<file path="src/hdl/bdsu_pkg.sv">
// Shared types and constants for the braking distance / safe speed unit.
package bdsu_pkg;

  localparam int unsigned HORNER_CELLS = 4;
  localparam int unsigned ROOT_CELLS   = 35;  // quotient bits of the distance divide
  localparam int unsigned SQRT_STEPS   = 27;  // root bits of the safe-speed isqrt

  localparam logic [28:0] ONE_Q28     = 29'h1000_0000;
  localparam logic [15:0] HALF_PI_Q14 = 16'd25736;
  localparam logic [16:0] PI_Q14      = 17'd51472;
  localparam logic [23:0] DIST_MAX    = 24'hFF_FFFF;
  localparam logic [15:0] SPEED_MAX   = 16'hFFFF;
  localparam logic [15:0] SPEED_FLOOR = 16'd26;

  // Horner divisors and floor(2^32 / d) reciprocals
  localparam logic [6:0]  HORNER_DIV [HORNER_CELLS] = '{7'd72, 7'd42, 7'd20, 7'd6};
  localparam logic [31:0] RECIP_72 = 32'((64'd1 << 32) / 72);
  localparam logic [31:0] RECIP_42 = 32'((64'd1 << 32) / 42);
  localparam logic [31:0] RECIP_20 = 32'((64'd1 << 32) / 20);
  localparam logic [31:0] RECIP_6  = 32'((64'd1 << 32) / 6);
  localparam logic [31:0] RECIP_5  = 32'((64'd1 << 32) / 5);
  localparam logic [31:0] HORNER_RECIP [HORNER_CELLS] =
    '{RECIP_72, RECIP_42, RECIP_20, RECIP_6};

  // Configuration register indexes
  localparam logic [1:0] REG_REACTION = 2'd0;
  localparam logic [1:0] REG_FRICTION = 2'd1;

  // Sine series pipeline word
  typedef struct packed {
    logic        valid;
    logic        func;
    logic [15:0] vmag;
    logic [23:0] avail_dist;
    logic [14:0] x;
    logic [29:0] x2;
    logic [28:0] t;
  } horner_t;

  // Divide / square-root chain word
  typedef struct packed {
    logic        valid;
    logic        func;
    logic        nob;
    logic        sat;
    logic [31:0] divisor;
    logic [26:0] rv;
    logic [20:0] ar;
    logic [31:0] rem;
    logic [34:0] acc;
    logic [53:0] bits;
  } root_t;

endpackage

</file>
<file path="src/hdl/bdsu_horner_cell.sv">
// One Horner step of the sine series: t' = 1 - ((x2 * t) >> 28) / d, three stages.
module bdsu_horner_cell (
  input  logic              clk,
  input  logic              rst,
  input  logic              adv,
  input  logic [6:0]        divisor,
  input  logic [31:0]       recip,
  input  bdsu_pkg::horner_t din,
  output bdsu_pkg::horner_t dout
);

  bdsu_pkg::horner_t sa;
  bdsu_pkg::horner_t sb;
  bdsu_pkg::horner_t sb_out;
  logic [58:0] mul_a;
  logic [29:0] p_q;
  logic [29:0] p_r;
  logic [61:0] mul_b;
  logic [27:0] q0_q;
  logic [29:0] rem_c;
  logic        corr;
  logic [28:0] t_c;

  assign mul_a = 59'(din.x2) * 59'(din.t);
  assign mul_b = 62'(p_q) * 62'(recip);
  // reciprocal estimate is low by at most one
  assign rem_c = p_r - 30'(35'(q0_q) * 35'(divisor));
  assign corr  = rem_c >= 30'(divisor);
  assign t_c   = bdsu_pkg::ONE_Q28 - 29'(q0_q) - 29'(corr);

  always_comb begin
    sb_out   = sb;
    sb_out.t = t_c;
  end

  always_ff @(posedge clk) begin
    if (rst) begin
      sa.valid   <= 1'b0;
      sb.valid   <= 1'b0;
      dout.valid <= 1'b0;
    end else if (adv) begin
      sa   <= din;
      p_q  <= mul_a[57:28];
      sb   <= sa;
      p_r  <= p_q;
      q0_q <= mul_b[59:32];
      dout <= sb_out;
    end
  end

endmodule

</file>
<file path="config.mk">
export PLATFORM = sky130hd
export DESIGN_NAME = bdsu_horner_cell
export DESIGN_NICKNAME = d
export VERILOG_FILES = /design/src/hdl/bdsu_pkg.sv /design/src/hdl/bdsu_horner_cell.sv
export SDC_FILE = /design/constraint.sdc
export NUM_CORES = 2
export LEC_CHECK = 0
export ABC_AREA = 1
export CAP_MARGIN = 20
export CORE_ASPECT_RATIO = 0.7
export CORE_MARGIN = 1
export CORE_UTILIZATION = 49
export DETAILED_ROUTE_END_ITERATION = 6
export DONT_BUFFER_PORTS = 1
export SYNTH_ARGS = -nofsm -noshare
export SYNTH_HDL_FRONTEND = slang
export SYNTH_SLANG_ARGS = --single-unit
</file>
<file path="constraint.sdc">
create_clock -name clk -period 23.9 [get_ports clk]
set_clock_uncertainty 0.2 [all_clocks]
set_input_delay 2.39 -clock clk [delete_from_list [all_inputs] [get_ports clk]]
set_output_delay 2.39 -clock clk [all_outputs]
set_load 0.005 [all_outputs]
</file>
==> tab_implementation.tex <==
\begin{tabular}{lr}
\hline
Metric & Value \\
\hline
\multicolumn{2}{l}{\textbf{Detailed routing}} \\
Detailed Routing Iterations Pass 1 & 6 \\
Final routed DRC violation total & 0 \\
Iter 0 DRT Violations & around 5,200 \\
Drt total wl & 245.3 mm \\
Drt via density & 5.308 \\
Overall via count from detail\_route & 59,275 \\
Routed Antenna Nets & 0 \\
Post-detailed-route wirelength per cell & approximately 22 um \\
\multicolumn{2}{l}{\textbf{CTS}} \\
Clock tree from TritonCTS & done \\
Clock transition time at the flip-flop clock pins of the worst setup and hold paths & 0.08 ns \\
Longest Clk Path Bufs & 3 \\
Number of buffers added for setup after CTS & 0 \\
Post-CTS Hold Buffers & 0 \\
CTS Buf Count & 39 \\
Number of levels in the clock H-tree & 2 \\
Number of sinks on the clock net & 378 \\
Library cell used as clock root buffer & clkbuf\_16 \\
Cts repair resizes & 0 \\
Clock network latency to the later pin of the worst-skew pair & approximately 0.63 ns \\
\multicolumn{2}{l}{\textbf{Global routing}} \\
Aggregate global-route resource usage & 0.3056 \\
Antenna violations before repair & 5 \\
Pin count of the biggest net entering global routing & 189 \\
Vias in the first global route & between 60,000 and 70,000 \\
Remaining global-route overflow & 0 \\
Wire length of the first global-routing pass & approximately 380 mm \\
\multicolumn{2}{l}{\textbf{Setup path}} \\
Biggest fanout along the worst timing path & 29 \\
Crit path arrival time & 9.24 ns \\
Minimum setup slack among reg-to-reg paths & 15.75 ns \\
Critical Path End Type & register \\
R2r endpoint & q0\_q[10]\$\_DFFE\_PP\_ \\
Type of origin of the critical path & primary input \\
Worst-case reg-to-reg path depth & 22 \\
Endpoint of the most critical setup path & dout[23]\$\_DFFE\_PP\_ \\
Cell repeated most along the worst path & nand2\_1 \\
Start point of the critical path & divisor[1] \\
Peak per-stage delay on the critical path & 0.60 ns \\
Req. time, crit path & 24.11 ns \\
Critical path class & in2reg \\
Slowest cell on the critical path & nor3\_1 \\
Cell class contributing the biggest share of worst-path delay & adder cells \\
CP Buf/Inv Count & 3 \\
Worst R2R Start & p\_q[6]\$\_DFFE\_PP\_ \\
Number of gates on the worst path with buffers counted & 30 \\
\multicolumn{2}{l}{\textbf{Run status}} \\
Run status & complete, no violations \\
\multicolumn{2}{l}{\textbf{Synth}} \\
Number of flops mapped to enable cells by yosys & 375 \\
Flops \& latches, synth & between 300 and 400 \\
Synthesized instance count & between 9,000 and 10,000 \\
Share of synthesized registers carrying an async set or reset & 0 \\
Warnings, synthesis & 0 \\
Synthesized area per cell & 8.535 sq um \\
Top FF cell, synth & edfxtp\_1 \\
Unique cell type count in the Yosys netlist & 48 \\
Syn\_nets & $\sim$12,000 \\
Area of the mapped netlist & between 70,000 and 80,000 sq um \\
Sequential fraction of the synthesis area & 0.1419 \\
\multicolumn{2}{l}{\textbf{Worst hold path}} \\
Hold Path Cell Cnt & 0 \\
Class of the tightest hold or removal check & reg2reg \\
\multicolumn{2}{l}{\textbf{Die}} \\
Io pins & 274 \\
Die Footprint & around 160,000 sq um \\
Die extent in x & 484.3 um \\
Rows & 123 \\
Chip height & 339.6 um \\
Core box area & between 150,000 and 200,000 sq um \\
Initial standard-cell utilization of the core & 0.4951 \\
\multicolumn{2}{l}{\textbf{STA}} \\
Hold violation total from the final report & 0 \\
Final cycle utilization of the critical path & 0.3777 \\
Slew @ Worst Pin & $\sim$1.1 ns \\
Time the worst path needs with I/O delays and setup & 9.028 ns \\
Max transition margin & 0.2770 \\
Pins Over Slew Limit & 0 \\
TNS Setup & 0 ns \\
Setup-failing EPs final & 0 \\
Setup repair after global routing missed its margin & false \\
Fmax & 110.8 MHz \\
\multicolumn{2}{l}{\textbf{Placement}} \\
Standard cell area after detailed placement & 81,180 sq um \\
Sum of net half-perimeters after detailed placement & between 150 and 200 mm \\
Routability Congestion & just under 1 \\
Count of port buffers added during placement & 0 \\
\multicolumn{2}{l}{\textbf{Run}} \\
\# Max-Cap Violations & 0 \\
\multicolumn{2}{l}{\textbf{Layout}} \\
Layout-stage area growth over the synthesis result & 3.386\% \\
Fraction of layout instances using a drive strength above 1 & 0.01548 \\
Summed area of non-filler cells in the final layout & a little over 80,000 sq um \\
Net count reported at finish & 11,453 \\
Fill count & 15,111 \\
Final antenna diode count & 0 \\
\hline
\end{tabular}
[cells in the final DEF (no fill, tap or decap), types with 8 or more instances in the layout]
| cell | count |
|---|---|
| nor3_1 | 24 |
| a21o_1 | 21 |
| nand3b_1 | 8 |
| fa_1 | 1732 |
| xor2_1 | 63 |
| inv_2 | 8 |
| a21boi_0 | 8 |
| a21oi_1 | 196 |
| nor4_1 | 17 |
| o21ai_0 | 106 |
| a31oi_1 | 24 |
| nand2_2 | 12 |
| o21bai_1 | 27 |
| buf_4 | 34 |
| nor2_2 | 9 |
| clkbuf_16 | 39 |
| inv_1 | 2605 |
| o21a_1 | 17 |
| edfxtp_1 | 375 |
| clkinv_1 | 8 |
| xnor2_1 | 33 |
| nand3_1 | 119 |
| ha_1 | 548 |
| and3_1 | 8 |
| nor2_1 | 268 |
| nand4_1 | 27 |
| nand2_1 | 2631 |
[state kept, by name, summed over array words and instances (netlist names)]
signal  count
p_q        30
q0_q       28
dout      116
sb         87
sa         87
p_r        30
[area by class of cell]
cell class                      count  area [sq um]  area share
Inverter                         2615          9816      0.1190
Tap cell                         2125          2659     0.03224
Clock inverter                     26         314.1    0.003808
Clock buffer                       43         991.0     0.01201
Multi-Input combinational cell   5946         57100      0.6923
Timing Repair Buffer               35         275.3    0.003337
Sequential cell                   378         11320      0.1373
[kinds of logic after synthesis]
| logic type | synth area share |
|---|---|
| AOI/OAI and AO/OA | 0.03108 |
| adders and majority gates | 0.5206 |
| xor gates and xnor gates | 0.01054 |
| buffers and inverters | 0.1424 |
| and+or+nand+nor | 0.1535 |
| DFF | 0.1419 |
[worst reg2reg max path, stage by stage (launching register included)]
cell      delay, ns
edfxtp_1       0.34
buf_4          0.61
nand2_1        0.21
fa_1           0.57
inv_1          0.06
fa_1           0.53
fa_1           0.55
inv_1          0.05
fa_1           0.49
inv_1          0.06
fa_1           0.53
inv_1          0.05
fa_1           0.52
inv_1          0.06
fa_1           0.50
fa_1           0.43
ha_1           0.32
a21oi_1        0.21
a21boi_0       0.53
nand2_1        0.16
o21ai_0        0.27
nand4_1        0.36
xor2_1         0.29
[layer usage]
metal / global-route usage / vias up / part of all wire
met2: 0.4222 / 2861 / 0.40
met4: 0.06684 / 0 / 0.024
met1: 0.4645 / 30003 / 0.46
li1: - / 26127 / -
met5: 0 / - / 0
met3: 0.09666 / 284 / 0.12
[through the flow]
| stage | util | hold slack (ns) | worst slack [ns] | cells |
|---|---|---|---|---|
| 6_report | 0.5119 | 0.1704 | 14.87 | 11168 |
| 5_1_grt | 0.5119 | 0.1882 | 14.65 | 11168 |
| 4_1_cts | 0.5119 | 0.1591 | 15.10 | 11168 |
| 3_5_place_dp | 0.5038 | 0.2045 | 14.43 | 11099 |
| 3_3_place_gp | 0.5038 | 0.2001 | 14.36 | 11099 |
| 2_1_floorplan | - | 0.2003 | 4.548 | 9347 |
[cell usage after synthesis, types with 27 or more instances]
library cell / count / area, sq um
nand2_1: 2631 / 9876
inv_1: 2605 / 9778
fa_1: 1732 / 34670
ha_1: 548 / 6857
edfxtp_1: 375 / 11260
clkbuf_1: 370 / 1389
nor2_1: 269 / 1010
a21oi_1: 196 / 980.9
nand3_1: 119 / 595.6
o21ai_0: 106 / 530.5
xor2_1: 63 / 551.8
xnor2_1: 33 / 289.0
buf_1: 31 / 116.4
nand4_1: 27 / 168.9
o21bai_1: 27 / 202.7
[worst min-delay path by stage]
| stage | endpoint | from |
|---|---|---|
| 5_1_grt | dout[52]$_DFFE_PP_ | sb[52]$_DFFE_PP_ |
| 2_1_floorplan | dout[100]$_DFFE_PP_ | sb[100]$_DFFE_PP_ |
| 6_report | dout[52]$_DFFE_PP_ | sb[52]$_DFFE_PP_ |
| 3_3_place_gp | sb[80]$_DFFE_PP_ | sa[80]$_DFFE_PP_ |
| 3_5_place_dp | dout[106]$_DFFE_PP_ | sb[106]$_DFFE_PP_ |
| 4_1_cts | dout[52]$_DFFE_PP_ | sb[52]$_DFFE_PP_ |
Power is left out: the tool's default activity adds up to more than one toggle a clock period on the data nets, which glitch-free logic cannot reach.
