<file path="config.mk">
export PLATFORM = sky130hd
export DESIGN_NAME = bdsu_root_cell
export DESIGN_NICKNAME = d
export VERILOG_FILES = /design/src/hdl/bdsu_pkg.sv /design/src/hdl/bdsu_root_cell.sv
export SDC_FILE = /design/constraint.sdc
export NUM_CORES = 1
export LEC_CHECK = 0
export BUFFER_PORTS_ARGS = -buffer_cell sky130_fd_sc_hd__buf_4
export CAP_MARGIN = 15
export CORE_AREA = 2 2 162 164
export CTS_BUF_LIST = sky130_fd_sc_hd__clkbuf_8
export CTS_CLUSTER_DIAMETER = 80
export DETAILED_ROUTE_END_ITERATION = 16
export DIE_AREA = 0 0 164 166
export PLACE_DENSITY = 0.74
export SLEW_MARGIN = 25
export SYNTH_ARGS = -nofsm -noshare
export SYNTH_HDL_FRONTEND = slang
export SYNTH_SLANG_ARGS = --single-unit
</file>
<file path="constraint.sdc">
create_clock -name clk -period 12.45 [get_ports clk]
set_clock_uncertainty 0.05 [all_clocks]
set_input_delay 3.1125 -clock clk [delete_from_list [all_inputs] [get_ports clk]]
set_output_delay 3.1125 -clock clk [all_outputs]
set_load 0.01 [all_outputs]
</file>
<file path="src/hdl/bdsu_pkg.sv">
// Shared types and constants for the braking distance / safe speed unit.
package bdsu_pkg;

  localparam int unsigned HORNER_CELLS = 4;
  localparam int unsigned ROOT_CELLS   = 35;  // quotient bits of the distance divide
  localparam int unsigned SQRT_STEPS   = 27;  // root bits of the safe-speed isqrt

  localparam logic [28:0] ONE_Q28     = 29'h1000_0000;
  localparam logic [15:0] HALF_PI_Q14 = 16'd25736;
  localparam logic [16:0] PI_Q14      = 17'd51472;
  localparam logic [23:0] DIST_MAX    = 24'hFF_FFFF;
  localparam logic [15:0] SPEED_MAX   = 16'hFFFF;
  localparam logic [15:0] SPEED_FLOOR = 16'd26;

  // Horner divisors and floor(2^32 / d) reciprocals
  localparam logic [6:0]  HORNER_DIV [HORNER_CELLS] = '{7'd72, 7'd42, 7'd20, 7'd6};
  localparam logic [31:0] RECIP_72 = 32'((64'd1 << 32) / 72);
  localparam logic [31:0] RECIP_42 = 32'((64'd1 << 32) / 42);
  localparam logic [31:0] RECIP_20 = 32'((64'd1 << 32) / 20);
  localparam logic [31:0] RECIP_6  = 32'((64'd1 << 32) / 6);
  localparam logic [31:0] RECIP_5  = 32'((64'd1 << 32) / 5);
  localparam logic [31:0] HORNER_RECIP [HORNER_CELLS] =
    '{RECIP_72, RECIP_42, RECIP_20, RECIP_6};

  // Configuration register indexes
  localparam logic [1:0] REG_REACTION = 2'd0;
  localparam logic [1:0] REG_FRICTION = 2'd1;

  // Sine series pipeline word
  typedef struct packed {
    logic        valid;
    logic        func;
    logic [15:0] vmag;
    logic [23:0] avail_dist;
    logic [14:0] x;
    logic [29:0] x2;
    logic [28:0] t;
  } horner_t;

  // Divide / square-root chain word
  typedef struct packed {
    logic        valid;
    logic        func;
    logic        nob;
    logic        sat;
    logic [31:0] divisor;
    logic [26:0] rv;
    logic [20:0] ar;
    logic [31:0] rem;
    logic [34:0] acc;
    logic [53:0] bits;
  } root_t;

endpackage

</file>
<file path="src/hdl/bdsu_root_cell.sv">
// One restoring step shared by the distance divide (1 bit) and the isqrt (2 bits).
module bdsu_root_cell (
  input  logic            clk,
  input  logic            rst,
  input  logic            adv,
  input  logic            sqrt_on,
  input  bdsu_pkg::root_t din,
  output bdsu_pkg::root_t dout
);

  logic [33:0] rem_sh;
  logic [33:0] trial;
  logic [33:0] rem_sub;
  logic        take;
  logic        step;
  bdsu_pkg::root_t nxt;

  always_comb begin
    if (din.func) begin
      rem_sh = {din.rem, din.bits[53:52]};
      trial  = {5'b0, din.acc[26:0], 2'b01};
    end else begin
      rem_sh = {1'b0, din.rem, din.bits[53]};
      trial  = {2'b0, din.divisor};
    end
    take    = rem_sh >= trial;
    rem_sub = rem_sh - trial;
    step    = !din.func || sqrt_on;
    nxt     = din;
    if (step) begin
      nxt.rem  = take ? rem_sub[31:0] : rem_sh[31:0];
      nxt.acc  = {din.acc[33:0], take};
      nxt.bits = din.func ? {din.bits[51:0], 2'b00} : {din.bits[52:0], 1'b0};
    end
  end

  always_ff @(posedge clk) begin
    if (rst) begin
      dout.valid <= 1'b0;
    end else if (adv) begin
      dout <= nxt;
    end
  end

endmodule

</file>
==> run_results.csv, run 1 <==
group,metric,value,unit
timing,timing.fmax,137,MHz
grt,grt_max_degree,108,
synthesis,syn_area,10900,sq um
clock_tree,root_buffer,"clkbuf_8",
outcome,outcome,"completed",
routing,drc,0,
timing,finalCriticalPeriod,7.28,ns
placed_design,hpwlAfterDp,24.5,mm
clock_tree,clk_latency,0.52,ns
floorplan,row_count,59,
synthesis,ys_types,57,
routing,ant_nets,0,
floorplan,core-area,25600,sq um
power_and_ir_drop,peakVddDrop,77.9,uV
final_layout,regMostFlops,"dout",
clock_tree,postCtsHoldBufs,0,
clock_tree,cts_tree,"done",
synthesis,synth_seq_cells,205,
timing,hold_viol_final,0,
final_layout,reg_top3,"dout x205",
routing,drt_wl_total,33.3,mm
timing,worst_pin_slew,0.977,ns
synthesis,ys_seq_area_share,56.1,%
final_layout,n_antenna_cell,0,
floorplan,die_w,164,um
routing,via_count,9187,
critical_path,required,12.80,ns
synthesis,synth_nets,1220,
placed_design,dp_slack,4.27,ns
routing,drt_iter0_drc,657,
critical_path,critical-path-max-stage-delay,0.87,ns
critical_path,cp_cell_sequence,"buf_6, buf_4, mux2_2, ha_1, nand4_1, nor2_2, a22oi_1, nand3_2, nand3_2, o21ai_4, a31oi_4, buf_16, or4_1, nand3_1",
critical_path,cp.arrival,7.63,ns
clock_tree,cts_resized,0,
timing,rsz0062_at_grt,"false",
critical_path,crit_fanout,107,
final_layout,postLayoutCoreUtil,58.4,%
timing,fin_crit_sh,58.5,%
synthesis,ys.flop_type,"edfxtp_1",
clock_tree,clkTransAtPathRegs,0.06,ns
timing,final-setup-viol-count,0,
timing,slew_viol_final,0,
critical_path,end_kind,"flip-flop",
grt,antenna_found_initial,1,
critical_path,crit_slowest_cell,"buf_4",
grt,grt_use_total,23.7,%
synthesis,netlist_instances,978,
floorplan,die_h,166,um
timing,layout_setup_ws,5.17,ns
critical_path,crit_top_cell,"nand3_2",
clock_tree,postCtsSetupRepairBufs,0,
timing,maxSlewHeadroom,34.9,%
grt,grt_pass1_vias,9007,
clock_tree,cts_buffers,39,
floorplan,dieArea,27200,sq um
floorplan,initial_core_util,42.7,%
grt,grt_pass1_wl,50.3,mm
synthesis,async_flop_share,0,%
clock_tree,h-tree-depth,2,
routing,wl_per_cell,19.1,um
synthesis,synth_warnings,0,
routing,drt_first_pass_iters,5,
clock_tree,clockBufferDepth,3,
timing,final.setup.tns,0,ns
clock_tree,cts_sinks,205,
final_layout,fin_nets,1624,
flow_run,drv_cap,0,
power_and_ir_drop,p_leak,6.50,nW
final_layout,final_layout_size_suffix_gt1_share,37.7,%
grt,overflow,0,
synthesis,synth_edf_count,204,
power_and_ir_drop,power.density,128,nW/um^2
final_layout,syn2layout_area_growth,36.7,%
timing,whs,0.466,ns
synthesis,synth.avg_cell_area,11.2,sq um
placed_design,gp_congestion,0.847,
routing,vias_per_cell,5.28,
critical_path,critPathKind,"in2reg",
critical_path,critPathLaunchType,"input pin",
worst_hold_path,hold_path.class,"reg2reg",
final_layout,largest_register_ffs,205,
floorplan,io_pins,414,
placed_design,portBuffers,413,
worst paths after layout:
kind                               start                      to  slack (ns)  depth (start not counted)
setup / recovery                din[203]     dout[110]$_DFFE_PP_        5.17                         14
hold / removal    dout[204]$_SDFFE_PP0P_  dout[204]$_SDFFE_PP0P_        0.47                          2
setup reg to reg  dout[204]$_SDFFE_PP0P_  dout[204]$_SDFFE_PP0P_       11.80                          2
hold reg to reg   dout[204]$_SDFFE_PP0P_  dout[204]$_SDFFE_PP0P_        0.47                          2
cells in the mapped netlist (11+ instances only):
master      n  share of area (%)
nand3_1    21               0.96
clkbuf_1   28               0.96
edfxtp_1  204                 56
xnor2_1    16                1.3
o21ai_0    18               0.82
nand2b_1   14               0.80
a21oi_2    20                1.6
a21oi_1   114                5.2
ha_1       32                3.7
mux2_2     30                3.1
nand2_1   152                5.2
inv_1      11               0.38
nor2_1    104                3.6
mux2i_1    83                7.6
critical path: cells and delay by family:
family	cells	cell delay, ns
muxes	1	0.44
AOI/OAI and AO/OA	3	0.61
adders and majority gates	1	0.44
and+or+nand+nor	6	1.29
buffers and inverters	3	1.64
cell usage in the layout, fill, tap and decap left out, drive strengths merged, types with 3 or more instances in the layout:
master	instances
edfxtp	204
xnor2	16
clkinv	9
a21o	7
o211ai	4
nor3	8
xor2	6
nand3	23
o21bai	4
nand2b	14
nand2	152
mux2	30
a21oi	134
and2	5
inv	24
ha	32
mux2i	83
a31oi	6
nand4	7
a211oi	6
a22o	3
o221ai	3
o21ai	26
o21a	4
nor2	105
clkbuf	40
nor2b	5
buf	421
cell type report:
| cell class | instances | area, sq um |
|---|---|---|
| repair buffers | 421 | 3200 |
| clock buffers | 40 | 551 |
| clock inverters | 24 | 126 |
| fillers | 2219 | 10700 |
| well taps | 335 | 419 |
| multi-input cells | 704 | 4480 |
| flip-flops and latches | 205 | 6150 |
| inverters | 11 | 41.3 |
stage by stage:
stage	instances	power, mW	instance area (sq um)
detailed placement	1674	1.33	14200
global placement	1674	1.32	14200
finish	1740	1.91	15000
CTS	1738	1.93	14900
floorplan	978	1.13	10900
global route	1740	2.01	15000
metal layers:
layer,share of wire [%],GRT usage [%],vias to the layer above
li1,-,-,4395
met1,38,27.6,4355
met2,52,42.3,372
met3,7.8,6.17,65
met4,2.7,7.25,0
met5,0,0,-
power breakdown:
part	switching, mW	internal (mW)	total (mW)
sequential	0.0157	0.830	0.846
clock	0.277	0.316	0.592
combinational	0.254	0.218	0.473
total	0.547	1.36	1.91
cells by family (layout without fill, tap and decap cells):
family / after synthesis / count (layout) / synth area share [%]
and+or+nand+nor: 328 / 328 / 12.7
AOI/OAI and AO/OA: 208 / 208 / 11.8
DFF: 205 / 205 / 56.2
muxes: 113 / 113 / 10.7
buffers and inverters: 69 / 496 / 3.11
adders and majority gates: 33 / 33 / 3.84
xor gates and xnor gates: 22 / 22 / 1.76
Note: power is estimated with default switching activity, not from simulation.
==> run 2, diff against run 1 <==
==> constraint.sdc (replaced) <==
create_clock -name clk -period 6.6 [get_ports clk]
set_clock_uncertainty 0.05 [all_clocks]
set_input_delay 1.65 -clock clk [delete_from_list [all_inputs] [get_ports clk]]
set_output_delay 1.65 -clock clk [all_outputs]
set_load 0.01 [all_outputs]
==> run 2 against run 1 <==
  * Register-to-register slack got worse by 5.8 ns
  * Flip-flop and latch count did not move
  * Count of clock-buffer cells in the layout did not move
  * Total power rose by 92%
  * Hold slack got worse by 0.012 ns
  * Sequential share of layout area barely moved
  * Global-route usage barely moved
  * Cell area barely moved
  * Sequential power rose by 89%
  * First-iteration DRC count rose by 7.0%
==> run_results.csv, run 2 (same netlist as run 1, synthesis figures left out) <==
group,metric,value,unit
final_layout,final_cell_mix,"buf_4 (417), edfxtp_1 (204), nand2_1 (152)",
outcome,outcome,"completed",
floorplan,initial_core_util,42.7,%
final_layout,fillers,2167,
routing,wl_met1,12.2,mm
final_layout,largest_register_ffs,205,
worst_hold_path,hold_start,"dout[204]$_SDFFE_PP0P_",
timing,worst_pin_slew,0.974,ns
timing,layout_setup_ws,1.60,ns
routing,wl_met3,2.76,mm
clock_tree,postCtsSetupRepairBufs,0,
power_and_ir_drop,sequentialPowerShare,43.7,%
grt,overflow,0,
timing,hold_viol_final,0,
final_layout,layout.cells.non_filler,1742,
clock_tree,h-tree-depth,2,
power_and_ir_drop,p_switching,1.05,mW
floorplan,io_pins,414,
power_and_ir_drop,p_int,2.61,mW
final_layout,layout_commonest_cell,"buf_4",
clock_tree,clkTransAtPathRegs,0.05,ns
critical_path,rrSetupSlack,5.97,ns
critical_path,critPathLaunchType,"input pin",
timing,slew_viol_final,0,
worst_hold_path,hold_path.class,"reg2reg",
final_layout,regMostFlops,"dout",
final_layout,reg_top3,"dout x205",
timing,final.setup.tns,0,ns
worst_hold_path,hold-path-endpoint,"dout[204]$_SDFFE_PP0P_",
placed_design,dp_slack,1.08,ns
critical_path,cp.arrival,5.24,ns
power_and_ir_drop,p_comb_share,24.1,%
placed_design,placed_cells,1674,
critical_path,crit_fanout,69,
timing,fin_crit_sh,75.8,%
routing,ant_nets,0,
final_layout,fin_nets,1621,
floorplan,die_w,164,um
clock_tree,cts_resized,0,
placed_design,hpwlAfterDp,24.7,mm
critical_path,rr_worst_depth,2,
clock_tree,cts_buffers,38,
floorplan,die_h,166,um
clock_tree,postCtsHoldBufs,0,
critical_path,r2r_start,"dout[204]$_SDFFE_PP0P_",
timing,finalCriticalPeriod,5.00,ns
placed_design,portBuffers,413,
routing,wl_per_cell,19.2,um
clock_tree,root_buffer,"clkbuf_8",
critical_path,end_kind,"flip-flop",
power_and_ir_drop,peakVddDrop,143,uV
clock_tree,clk_latency,0.53,ns
final_layout,multi_input_area,4480,sq um
power_and_ir_drop,p_sw_share,28.6,%
worst_hold_path,holdPathStages,2,
routing,vias_per_cell,5.22,
power_and_ir_drop,power.density,245,nW/um^2
routing,wl_met2,17.1,mm
critical_path,timing.rr.end,"dout[204]$_SDFFE_PP0P_",
critical_path,critPathKind,"in2reg",
clock_tree,cts_sinks,205,
power_and_ir_drop,clkPwrFrac,32.2,%
grt,grt_use_total,23.7,%
grt,grt_pass1_vias,9136,
timing,timing.fmax,200,MHz
timing,maxSlewHeadroom,35.0,%
final_layout,regArea,6150,sq um
routing,drc,0,
final_layout,syn2layout_area_growth,36.7,%
critical_path,required,6.84,ns
timing,rsz0062_at_grt,"false",
grt,grt_max_degree,116,
routing,highest_layer,"met4",
power_and_ir_drop,total_power,3.66,mW
clock_tree,cts_tree,"done",
grt,antenna_found_initial,0,
timing,final-setup-viol-count,0,
power_and_ir_drop,p_leak,6.51,nW
grt,grt_pass1_wl,49.9,mm
routing,drt_iter0_drc,703,
floorplan,core-area,25600,sq um
final_layout,final_layout_size_suffix_gt1_share,37.6,%
floorplan,dieArea,27200,sq um
routing,drt_first_pass_iters,5,
clock_tree,clockBufferDepth,3,
floorplan,row_count,59,
routing,via_count,9097,
flow_run,drv_cap,0,
routing,drt_wl_total,33.4,mm
placed_design,gp_congestion,0.867,
==> run 2: cell type report <==
cell class              count  share of cell area [%]
diodes                      2                  0.0334
clock buffers              40                    3.68
clock inverters            26                    1.08
inverters                  11                   0.276
multi-input cells         704                    29.9
flip-flops and latches    205                    41.1
well taps                 335                    2.80
repair buffers            419                    21.1
==> run 2: how the worst max path moves through the flow <==
stage,slack (ns),start,cells after the start,end
detailed placement,1.08,din[203],13,dout[90]$_DFFE_PP_
global placement,1.17,din[203],13,dout[90]$_DFFE_PP_
CTS,1.64,din[203],13,dout[90]$_DFFE_PP_
floorplan,1.27,din[203],18,dout[96]$_DFFE_PP_
global route,1.41,din[203],13,dout[89]$_DFFE_PP_
finish,1.60,din[203],13,dout[89]$_DFFE_PP_
==> run 2: critical path, stage by stage <==
cell,delay [ns]
buf_6,0.54
mux2_2,0.43
ha_1,0.38
a21oi_1,0.32
o21ai_1,0.14
a2111oi_2,0.32
nand3_2,0.12
nand3_2,0.13
o21ai_4,0.10
a31oi_4,0.42
buf_4,0.30
a21oi_1,0.09
a22o_1,0.22
==> run 2: power by group through the flow <==
stage          registers, mW  clock network (mW)  logic, mW
5_1_grt                 1.61                1.26      0.966
2_1_floorplan           1.68                   0      0.453
3_5_place_dp            1.62                   0      0.883
4_1_cts                 1.60                1.21      0.886
3_3_place_gp            1.62                   0      0.869
6_report                1.60                1.18      0.884
==> run 2: stage by stage <==
| stage | cell area (sq um) | hold WS [ns] | utilization, % |
|---|---|---|---|
| after global placement | 14200 | 0.427 | 55.6 |
| final | 15000 | 0.454 | 58.4 |
| after CTS | 15000 | 0.457 | 58.4 |
| after floorplan | 11000 | 0.478 | - |
| after detailed placement | 14200 | 0.444 | 55.6 |
| after global routing | 15000 | 0.543 | 58.4 |
==> run 2: per-layer routing <==
metal / track usage [%] / up-vias
met5: 0 / -
met2: 42.7 / 402
met3: 5.74 / 80
li1: - / 4387
met4: 9.99 / 0
met1: 26.4 / 4228
==> run 3, diff against run 2 <==
--- a/config.mk
+++ b/config.mk
@@ -7,12 +7,12 @@
 export LEC_CHECK = 0
 export BUFFER_PORTS_ARGS = -buffer_cell sky130_fd_sc_hd__buf_4
 export CAP_MARGIN = 15
-export CORE_AREA = 2 2 162 164
+export CORE_AREA = 2 2 160 162
 export CTS_BUF_LIST = sky130_fd_sc_hd__clkbuf_8
 export CTS_CLUSTER_DIAMETER = 80
 export DETAILED_ROUTE_END_ITERATION = 16
-export DIE_AREA = 0 0 164 166
-export PLACE_DENSITY = 0.74
+export DIE_AREA = 0 0 162 164
+export PLACE_DENSITY = 0.73
 export SLEW_MARGIN = 25
 export SYNTH_ARGS = -nofsm -noshare
 export SYNTH_HDL_FRONTEND = slang
==> constraint.sdc (replaced) <==
create_clock -name clk -period 5.1 [get_ports clk]
set_clock_uncertainty 0.05 [all_clocks]
set_input_delay 1.275 -clock clk [delete_from_list [all_inputs] [get_ports clk]]
set_output_delay 1.275 -clock clk [all_outputs]
set_load 0.01 [all_outputs]
==> run 3 against run 2 <==
  * Utilization rose by 2.4 points
  * Hold slack worse by 0.0023 ns
  * Setup slack got worse by 0.86 ns
  * Routed wire length grew 0.19%
  * Flip-flop and latch count is the same
  * Sequential share of layout area down 0.38 points
  * Count of clock-buffer cells in the layout increased by 4
  * Global-route usage increased by 0.23 points
  * Critical path type unchanged
  * Highest routed layer unchanged
==> run_results.csv, run 3 (same netlist as run 1, synthesis figures left out) <==
group,metric,value,unit
timing,whs,0.452,ns
outcome,outcome,"completed",
grt,grt_pass1_wl,49.0,mm
clock_tree,clockBufferDepth,3,
final_layout,regMostFlops,"dout",
clock_tree,root_buffer,"clkbuf_8",
timing,final-setup-viol-count,0,
timing,hold_viol_final,0,
timing,maxSlewHeadroom,34.7,%
final_layout,final_area,15100,sq um
critical_path,crit_slowest_cell,"a31oi_4",
clock_tree,postCtsHoldBufs,0,
timing,slew_viol_final,0,
power_and_ir_drop,total_power,4.87,mW
floorplan,io_pins,414,
power_and_ir_drop,power.density,322,nW/um^2
power_and_ir_drop,p_leak,6.58,nW
critical_path,critPathKind,"in2reg",
timing,timing.fmax,229,MHz
critical_path,path_depth,13,
final_layout,layout_commonest_cell,"buf_4",
critical_path,end_kind,"flip-flop",
floorplan,core-area,24800,sq um
final_layout,syn2layout_area_growth,38.0,%
critical_path,r2r_start,"dout[204]$_SDFFE_PP0P_",
critical_path,endpoint,"dout[103]$_DFFE_PP_",
power_and_ir_drop,peakVddDrop,199,uV
flow_run,drv_cap,0,
final_layout,layout.cells.non_filler,1741,
critical_path,crit_family,"compound AO/OA/AOI/OAI gates",
critical_path,startpoint,"din[203]",
routing,drt_wl_total,33.5,mm
final_layout,final_cell_mix,"buf_4 (419), edfxtp_1 (204), nand2_1 (152)",
critical_path,critical-path-max-stage-delay,0.50,ns
final_layout,postLayoutCoreUtil,60.9,%
critical_path,crit_fanout,42,
worst_hold_path,holdPathStages,2,
clock_tree,cts_sinks,205,
timing,fin_crit_sh,85.5,%
critical_path,cp_cell_sequence,"buf_6, mux2_2, ha_1, a21oi_1, o21ai_1, a2111oi_2, nand3_2, nand3_2, o21ai_4, a31oi_4, buf_4, a21oi_1, a21oi_2",
placed_design,gp_congestion,0.870,
final_layout,largest_register_ffs,205,
floorplan,dieArea,26600,sq um
critical_path,rr_worst_depth,2,
timing,worst_pin_slew,0.980,ns
clock_tree,postCtsSetupRepairBufs,0,
grt,grt_pass1_vias,8717,
grt,grt_use_total,23.9,%
routing,ant_nets,0,
routing,via_count,9158,
floorplan,initial_core_util,44.1,%
routing,wl_per_cell,19.2,um
critical_path,critPathLaunchType,"input pin",
timing,rsz0062_at_grt,"false",
clock_tree,cts_resized,0,
routing,drt_iter0_drc,725,
final_layout,final_layout_size_suffix_gt1_share,38.4,%
critical_path,timing.rr.end,"dout[204]$_SDFFE_PP0P_",
critical_path,cp.arrival,4.71,ns
timing,final.setup.tns,0,ns
final_layout,reg_top3,"dout x205",
placed_design,place_area,14300,sq um
floorplan,row_count,58,
grt,grt_max_degree,114,
placed_design,dp_slack,0.241,ns
clock_tree,cts_tree,"done",
grt,overflow,0,
clock_tree,clk_latency,0.52,ns
worst_hold_path,hold_path.class,"reg2reg",
critical_path,required,5.45,ns
grt,antenna_found_initial,0,
timing,layout_setup_ws,0.738,ns
critical_path,path_buf_inv,2,
placed_design,placed_cells,1674,
timing,finalCriticalPeriod,4.36,ns
routing,drc,0,
floorplan,die_w,162,um
routing,drt_first_pass_iters,5,
final_layout,fin_nets,1626,
placed_design,hpwlAfterDp,24.9,mm
floorplan,die_h,164,um
clock_tree,h-tree-depth,2,
placed_design,portBuffers,413,
clock_tree,clkTransAtPathRegs,0.06,ns
critical_path,rrSetupSlack,4.47,ns
final_layout,fillers,2110,
routing,vias_per_cell,5.26,
final_layout,n_antenna_cell,0,
clock_tree,cts_buffers,38,
[run 3: power by group]
part | switching [mW] | total [mW] | internal (mW)
registers | 0.0415 | 2.07 | 2.03
clock network | 0.699 | 1.64 | 0.942
logic | 0.623 | 1.16 | 0.536
total | 1.36 | 4.87 | 3.50
[run 3: worst min-delay path by stage]
stage | startpoint | endpoint | slack [ns]
floorplan | dout[204]$_SDFFE_PP0P_ | dout[204]$_SDFFE_PP0P_ | 0.48
global placement | dout[204]$_SDFFE_PP0P_ | dout[204]$_SDFFE_PP0P_ | 0.44
detailed placement | dout[204]$_SDFFE_PP0P_ | dout[204]$_SDFFE_PP0P_ | 0.45
CTS | dout[204]$_SDFFE_PP0P_ | dout[204]$_SDFFE_PP0P_ | 0.46
global route | dout[204]$_SDFFE_PP0P_ | dout[204]$_SDFFE_PP0P_ | 0.51
finish | dout[204]$_SDFFE_PP0P_ | dout[204]$_SDFFE_PP0P_ | 0.45
[run 3: worst register-to-register path: cells and delay by family (launching register included)]
family | cells | cell delay (ns)
DFF | 1 | 0.31
muxes | 1 | 0.12
and+or+nand+nor | 1 | 0.05
[run 3: area by class of cell]
cell class | instances | area [sq um] | share of cell area, %
Sequential cell | 205 | 6150 | 40.7
Multi-Input combinational cell | 704 | 4480 | 29.7
Timing Repair Buffer | 424 | 3240 | 21.4
Clock buffer | 44 | 606 | 4.01
Tap cell | 330 | 413 | 2.73
Clock inverter | 23 | 183 | 1.21
Inverter | 11 | 41.3 | 0.273
[run 3: metal layers]
layer  track usage [%]  share of wire [%]  vias to the layer above
li1                  -                  -                     4396
met1              28.5                 37                     4303
met2              42.2                 51                      399
met3              5.96                8.6                       60
met4              8.25                3.0                        0
met5                 0                  0                        -
